File: src/rtl/vap_pkg.sv
`timescale 1ns / 1ps
// ----------------------------------------------------------------------------
// vap_pkg
// shared types, command codes and address helpers for the video memory port
// ----------------------------------------------------------------------------
package vap_pkg;

   localparam int MEM_WORDS = 32768;
   localparam int MEM_AW    = $clog2(MEM_WORDS);

   localparam int CMD_W  = 3;
   localparam int BYTE_W = 8;
   localparam int WORD_W = 16;
   localparam int CSR_IDX_W  = 2;
   localparam int CSR_DATA_W = 2;

   typedef enum logic [CMD_W-1:0] {
      CMD_ADDR_LO  = 3'd0,
      CMD_ADDR_HI  = 3'd1,
      CMD_WRITE_LO = 3'd2,
      CMD_WRITE_HI = 3'd3,
      CMD_READ_LO  = 3'd4,
      CMD_READ_HI  = 3'd5
   } cmd_type;

   typedef enum logic [CSR_IDX_W-1:0] {
      CSR_INCREMENT_SELECT = 2'd0,
      CSR_REMAP_MODE       = 2'd1,
      CSR_STEP_AFTER_HIGH  = 2'd2
   } csr_index_type;

   typedef enum logic {
      ST_IDLE,
      ST_FETCH
   } state_type;

   typedef struct packed {
      logic              read_en;
      logic              write_lo;
      logic              write_hi;
      logic [MEM_AW-1:0] index;
      logic [BYTE_W-1:0] data;
   } mem_req_type;

   function automatic logic [WORD_W-1:0] addr_step(input logic [1:0] sel);
      logic [WORD_W-1:0] step;
      case (sel)
         2'd0:    step = 16'd1;
         2'd1:    step = 16'd32;
         2'd2:    step = 16'd128;
         default: step = 16'd128;
      endcase
      return step;
   endfunction

   function automatic logic [WORD_W-1:0] addr_remap(input logic [WORD_W-1:0] a,
                                                    input logic [1:0] mode);
      logic [WORD_W-1:0] r;
      case (mode)
         2'd1:    r = {a[15:8], a[4:0], a[7:5]};
         2'd2:    r = {a[15:9], a[5:0], a[8:6]};
         2'd3:    r = {a[15:10], a[6:0], a[9:7]};
         default: r = a;
      endcase
      return r;
   endfunction

endpackage

File: src/rtl/vap_addr.sv
`timescale 1ns / 1ps
// ----------------------------------------------------------------------------
// vap_addr
// word address register with byte loads, stepping and index remapping
// ----------------------------------------------------------------------------
module vap_addr (
   input  logic                          clock,
   input  logic                          reset,
   input  logic                          accept,
   input  vap_pkg::cmd_type              cmd,
   input  logic [vap_pkg::BYTE_W-1:0]    bus_byte,
   input  logic                          advance,
   input  logic [1:0]                    increment_select,
   input  logic [1:0]                    remap_mode,
   output logic [vap_pkg::MEM_AW-1:0]    mem_index
);
   import vap_pkg::*;

   logic [WORD_W-1:0] word_address_ff;
   logic [WORD_W-1:0] word_address_in;
   logic [WORD_W-1:0] eff_address;
   logic [WORD_W-1:0] remapped;

   always_comb begin
      case (cmd)
         CMD_ADDR_LO: eff_address = {word_address_ff[15:8], bus_byte};
         CMD_ADDR_HI: eff_address = {bus_byte, word_address_ff[7:0]};
         default:     eff_address = word_address_ff;
      endcase
      remapped = addr_remap(eff_address, remap_mode);
      mem_index = remapped[MEM_AW-1:0];

      word_address_in = word_address_ff;
      if (accept) begin
         if (advance) begin
            word_address_in = word_address_ff + addr_step(increment_select);
         end else begin
            word_address_in = eff_address;
         end
      end
   end

   always_ff @(posedge clock) begin
      if (reset) begin
         word_address_ff <= '0;
      end else begin
         word_address_ff <= word_address_in;
      end
   end

endmodule

File: config.mk
export PLATFORM = sky130hd
export DESIGN_NAME = vap_addr
export DESIGN_NICKNAME = d
export VERILOG_FILES = /design/src/rtl/vap_pkg.sv /design/src/rtl/vap_addr.sv
export SDC_FILE = /design/constraint.sdc
export NUM_CORES = 1
export LEC_CHECK = 0
export BUFFER_PORTS_ARGS = -buffer_cell sky130_fd_sc_hd__buf_2
export CAP_MARGIN = 20
export CORE_MARGIN = 2
export CORE_UTILIZATION = 45
export CTS_CLUSTER_SIZE = 30
export DETAILED_ROUTE_END_ITERATION = 16
export GPL_TIMING_DRIVEN = 0
export PLACE_DENSITY = 0.69
export SLEW_MARGIN = 0
export SYNTH_ARGS = -nofsm -noshare
export SYNTH_HDL_FRONTEND = slang
export SYNTH_SLANG_ARGS = --single-unit
File: constraint.sdc
create_clock -name clock -period 3.1 [get_ports clock]
set_input_delay 0.62 -clock clock [delete_from_list [all_inputs] [get_ports clock]]
set_output_delay 0.62 -clock clock [all_outputs]
set_load 0.03 [all_outputs]
* Word level (Yosys, flattened, before mapping) *
Cells that the tools add are included.

cells by class
  muxes and demuxes = 6
  eq/ne operators = 5
  add/sub/neg operators = 1
  reductions and logical operators = 2

operators by type and width
  cell                number
  $mux 16             3
  $pmux 16 s2         1
  $pmux 10 s3         1
  $add 16x16->16      1
  $pmux 8 s2          1
  $eq 2x1->1 const B  2
  $eq 2x2->1 const B  2
  $eq 3x1->1 const B  1
  $logic_not 3->1     1
  $logic_not 2->1     1

word-level totals
  output and inout port bits = 15
  flip-flop bits (word level) = 16
  input bits = 19
  word-level logic and storage cells = 15

* Depth between registers and ports, before layout *
  depth after elaboration = 6
  mapped depth = 7
  depth with buffers taken out = 7

* Worst setup path after synthesis *
Ideal clock, no wire load.

  path type = input -> output
  start point = input port cmd[2]
  end point = output port mem_index[1] (netlist bit)
  stages on the path = 4
  arrival time = 2122 ps
  setup slack = 358 ps
  path buffers = 1
  data required time = 2480 ps
  path through = nor3_1 buf_2 mux2_2 mux4_2

between the ends
  word-level cells in the longest chain between the ends = 3
  elaborated cells between the ends (all ways) = 4
  those cells by class = eq/ne (1); mux (2); reduce/logical (1)

RTL lines
  element                                        RTL line        RTL
  start: declaration                             vap_addr.sv:10  input vap_pkg::cmd_type cmd,
  $eq 3x1->1 or $logic_not 3->1 (tied branches)  vap_addr.sv:25  case (cmd)
  $pmux 16 s2 (*)                                vap_addr.sv:25
  $pmux 10 s3 (*)                                vap_pkg.sv:59   case (mode)
  end: declaration                               vap_addr.sv:15  output logic [vap_pkg::MEM_AW-1:0] mem_index

Every way passes the cells marked *; elsewhere a longest branch is shown, timed or not.

* Final worst setup path *
  start point = input port cmd[2]
  end point = output port mem_index[2] (netlist bit)

The elaborated chain is that of the path after synthesis.

==> results summary <==
The routed metal-1 wire length is 1.82 mm. The count of nets left with antenna violations once routing finished came out at 0. The final clock skew is 0.0115 ns.

The worst reg2reg path endpoint is word_address_ff[10]. The first detailed-routing pass took 4 iterations. In this run the cell area measured after placement is 1640 sq um.

Ranked by flip-flop count, first place goes to word_address_ff. The cell family contributing the most delay on the critical path is multiplexers. For this design, the slowest cell found on the critical path is sky130_fd_sc_hd__mux4_2. The clock input transition at the sequential cells of the worst setup and hold paths came out at 0.09 ns. The launching point of the worst reg2reg path is word_address_ff[0].

sky130_fd_sc_hd__dfxtp_1 takes more of the synthesized area than any other cell. The total overflow left after global routing is 0. The final standard cell count with taps included and fillers excluded came out at 249. Across all layers, the routed design uses 1524 vias. The cell count after placement came out at 245. The required time of the worst setup path is 2.48 ns. The final cell area excluding filler cells came out at 1670 sq um. Synthesis inferred 15 register bits.

The top flip-flop cell by instance count after synthesis is sky130_fd_sc_hd__dfxtp_1. STA classifies the critical path startpoint as an input pin. The flip-flop count of the largest register, all copies and words added came out at 15. The global-route wire length before repair came out at approximately 6.5 mm.

The biggest cell delay along the critical path came out at 0.45 ns. The max capacitance violation total is 0. After detailed routing, the average wire length per cell comes to 16.4 um. The detailed-placement wirelength estimate came out at 3.09 mm. Relative to the synthesized area, the layout overhead comes to 16.8%.

The via-per-instance ratio came out at just over 6. The die height is 60.5 um. The number of antenna diodes in the final layout is 0. Once the floorplan was initialized, standard cells occupied 47.0% of the core. The area enclosed by the die boundary is ~3700 sq um.

TritonCTS built the clock tree. For the pin with the worst max-slew slack, the measured transition is 0.455 ns. The proportion of netlist area held by the largest area contributor came out at 20.9%. The worst hold path begins at word_address_ff[0]. The number of cells on the worst reg-to-reg path is 6. In the post-synthesis netlist, the biggest area contributors are sky130_fd_sc_hd__dfxtp_1, sky130_fd_sc_hd__mux2_2, sky130_fd_sc_hd__mux2i_1. The type of the most critical hold path is flop to flop.

The highest fanout seen on the critical path came out at 10. The CTS sink count came out at 15. Global routing used between 20% and 30% of the available tracks. The count of buffer and inverter cells on the critical path came out at 4. The part of the cycle the worst path needs came out at 96.7%. The number of top-level pins is 34.

The number of warnings reported in the yosys synthesis log came out at 0. The setup path with the least slack is of type input pin to primary output. After detailed routing, the number of remaining DRC violations is 0.

Detailed routing placed a total of 1.83 mm of wire on met2. The largest registers in the layout are word_address_ff (15). The cell count after synthesis came out at 171. The critical path data arrival time came out at between 2 and 2.5 ns. The path with the worst hold slack has its endpoint at word_address_ff[0]. The netlist uses roughly 50 different library cells. The uppermost layer routed is met4. The number of synthesized flops with an enable pin is 0. Summing the sequential cell areas from Yosys gives 20.9% of the chip area.

The static power due to leakage came out at 0.000641 uW. IR analysis of the VDD net gives a maximum drop of ~0.14 mV. Setup violations remaining at the end of the flow were counted as 0. Cells with a size suffix above 1 make up 32.2% of the layout.

The cell sitting at the root of the clock tree is a sky130_fd_sc_hd__clkbuf_4. Routability-driven placement finished with a final weighted congestion of slightly above 0.9. Once layout is complete, the utilization of the core stands at 54.8%.

The most prevalent standard cell on the critical path is sky130_fd_sc_hd__buf_2. The largest net degree at the start of global routing came out at 11. The total negative slack for setup checks is 0 ns. At the end of the flow, the number of nets in the layout was 229. The core outline area came out at 3050 sq um. The clock buffer count from CTS is 3.

The critical path goes through buf_2 -> nor3_2 -> clkbuf_4 -> mux2i_1 -> inv_1 -> mux4_2 -> buf_2. The minimum setup slack after placement is approximately 0.0036 ns. The setup slack on the worst flop-to-flop path is 1.06 ns. The sum of met3 wire segment lengths after detailed routing came out at 372 um. Timing would allow up to 333 MHz. The die extent in x is ~60 um.

The latest clock arrival within the worst-skew pair came out at 0.30 ns. The net count after synthesis came out at 194. In the synthesized netlist the async set-or-reset flop fraction comes to 0%. For this block, the initial DRC count from the detailed router was between 90 and 100.

Row generation in the floorplan step produced 20 rows. The hold buffer count at CTS came out at 0. The power density over the cells is between 200 and 300 nW/um^2.

The max-slew violation count is 0. The final number of hold-violating endpoints is 0. Dividing the synthesized area by the synthesized cell count gives 8.39 sq um. The total routed wirelength is 4.08 mm. The worst setup path is captured at a primary output. The setup slack of the critical path after layout is a little over 0.1 ns. The number of global-route vias before repair came out at between 1000 and 1500.

The synthesized area came out at 1430 sq um. Counting instances, the worst hold path has a depth of 2. The flow ran to the end, and the final reports show no timing, DRC or antenna violations. The initial antenna violation count is 0. The maximum root-to-sink buffer count came out at 2. Measured against its own limit, the worst slew margin works out to 69.3%.

During placement, the flow inserted port buffers numbering 30. The H-tree depth is 1. The time the final worst path needs with I/O delays and setup came out at 3.00 ns.
## routing by layer
metal / vias to the layer above / global-route usage (%)
li1: 736 / -
met1: 707 / 33.2
met2: 77 / 38.0
met3: 4 / 2.56
met4: 0 / 6.52
met5: - / 0
## power breakdown
part	switching, uW	internal [uW]
clock network	73.8	48.2
logic	104	63.1
registers	7.24	199
total	185	311
## cell type report
| type | count | area (sq um) |
|---|---|---|
| Clock inverter | 1 | 5.00 |
| Multi-Input combinational cell | 139 | 1050 |
| Clock buffer | 3 | 22.5 |
| Sequential cell | 15 | 300 |
| Fill cell | 296 | 1380 |
| Timing Repair Buffer | 30 | 150 |
| Tap cell | 44 | 55.1 |
| Inverter | 5 | 18.8 |
| Buffer | 12 | 75.1 |
## worst max path at each step
stage              endpoint  depth (start not counted)  slack [ns]    from
2_1_floorplan  mem_index[1]                          4        0.36  cmd[2]
3_3_place_gp   mem_index[2]                          7        0.01  cmd[2]
3_5_place_dp   mem_index[2]                          7       0.004  cmd[2]
4_1_cts        mem_index[2]                          7       0.004  cmd[2]
5_1_grt        mem_index[2]                          7      -0.009  cmd[2]
6_report       mem_index[2]                          7        0.10  cmd[2]
## stage by stage
step | hold slack, ns | power (uW)
finish | 0.511 | 496
global route | 0.520 | 518
CTS | 0.507 | 493
detailed placement | 0.491 | 375
global placement | 0.497 | 371
floorplan | 0.456 | 326
## worst min-delay path, cell delays in order, from the launching register on
cell,delay (ns)
sky130_fd_sc_hd__dfxtp_1,0.35
sky130_fd_sc_hd__nand2_1,0.07
sky130_fd_sc_hd__a21oi_1,0.05
## cells in the mapped netlist, drive strengths merged (2+ instances only)
library cell and instances:
or3 4, o211ai 4, nand2 16, o21bai 2
o311ai 3, buf 5, nand3 6, clkinv 2
or4 3, a31oi 5, o21ai 8, nor2b 3
a22oi 4, o2bb2ai 4, mux4 3, nand2b 2
nand3b 2, clkbuf 6, a32o 4, and3 2
o22ai 2, mux2 12, ha 4, dfxtp 15
a21oi 11, nor2 10, inv 3, mux2i 7
## kinds of logic (layout without fill, tap and decap cells)
kind of cell,count (synthesis),after routing,share of synthesized area [%]
buffers and inverters,17,51,6.37
AND/OR/NAND/NOR,55,55,20.3
flip-flops,15,15,20.9
multiplexers,22,22,19.0
AO/OA/AOI/OAI,58,58,29.8
adder cells (fa/ha/maj),4,4,3.49
## timing repair
item | CTS | global route
setup endpoints to repair | 0 | 3
buffers inserted | 0 | 0
resized for setup | 0 | 2
## placed cells by master (no fill, tap or decap), types with 4 or more instances in the layout
master / n
sky130_fd_sc_hd__buf_2: 32
sky130_fd_sc_hd__nand2_1: 16
sky130_fd_sc_hd__dfxtp_1: 15
sky130_fd_sc_hd__mux2_2: 12
sky130_fd_sc_hd__a21oi_1: 11
sky130_fd_sc_hd__nor2_1: 10
sky130_fd_sc_hd__o21ai_0: 8
sky130_fd_sc_hd__mux2i_1: 7
sky130_fd_sc_hd__nand3_1: 6
sky130_fd_sc_hd__a31oi_1: 5
sky130_fd_sc_hd__clkbuf_4: 4
sky130_fd_sc_hd__clkbuf_1: 4
sky130_fd_sc_hd__a22oi_1: 4
sky130_fd_sc_hd__o211ai_1: 4
sky130_fd_sc_hd__o2bb2ai_1: 4
sky130_fd_sc_hd__a32o_1: 4
sky130_fd_sc_hd__ha_1: 4
Note: power is estimated with default switching activity, not from simulation.
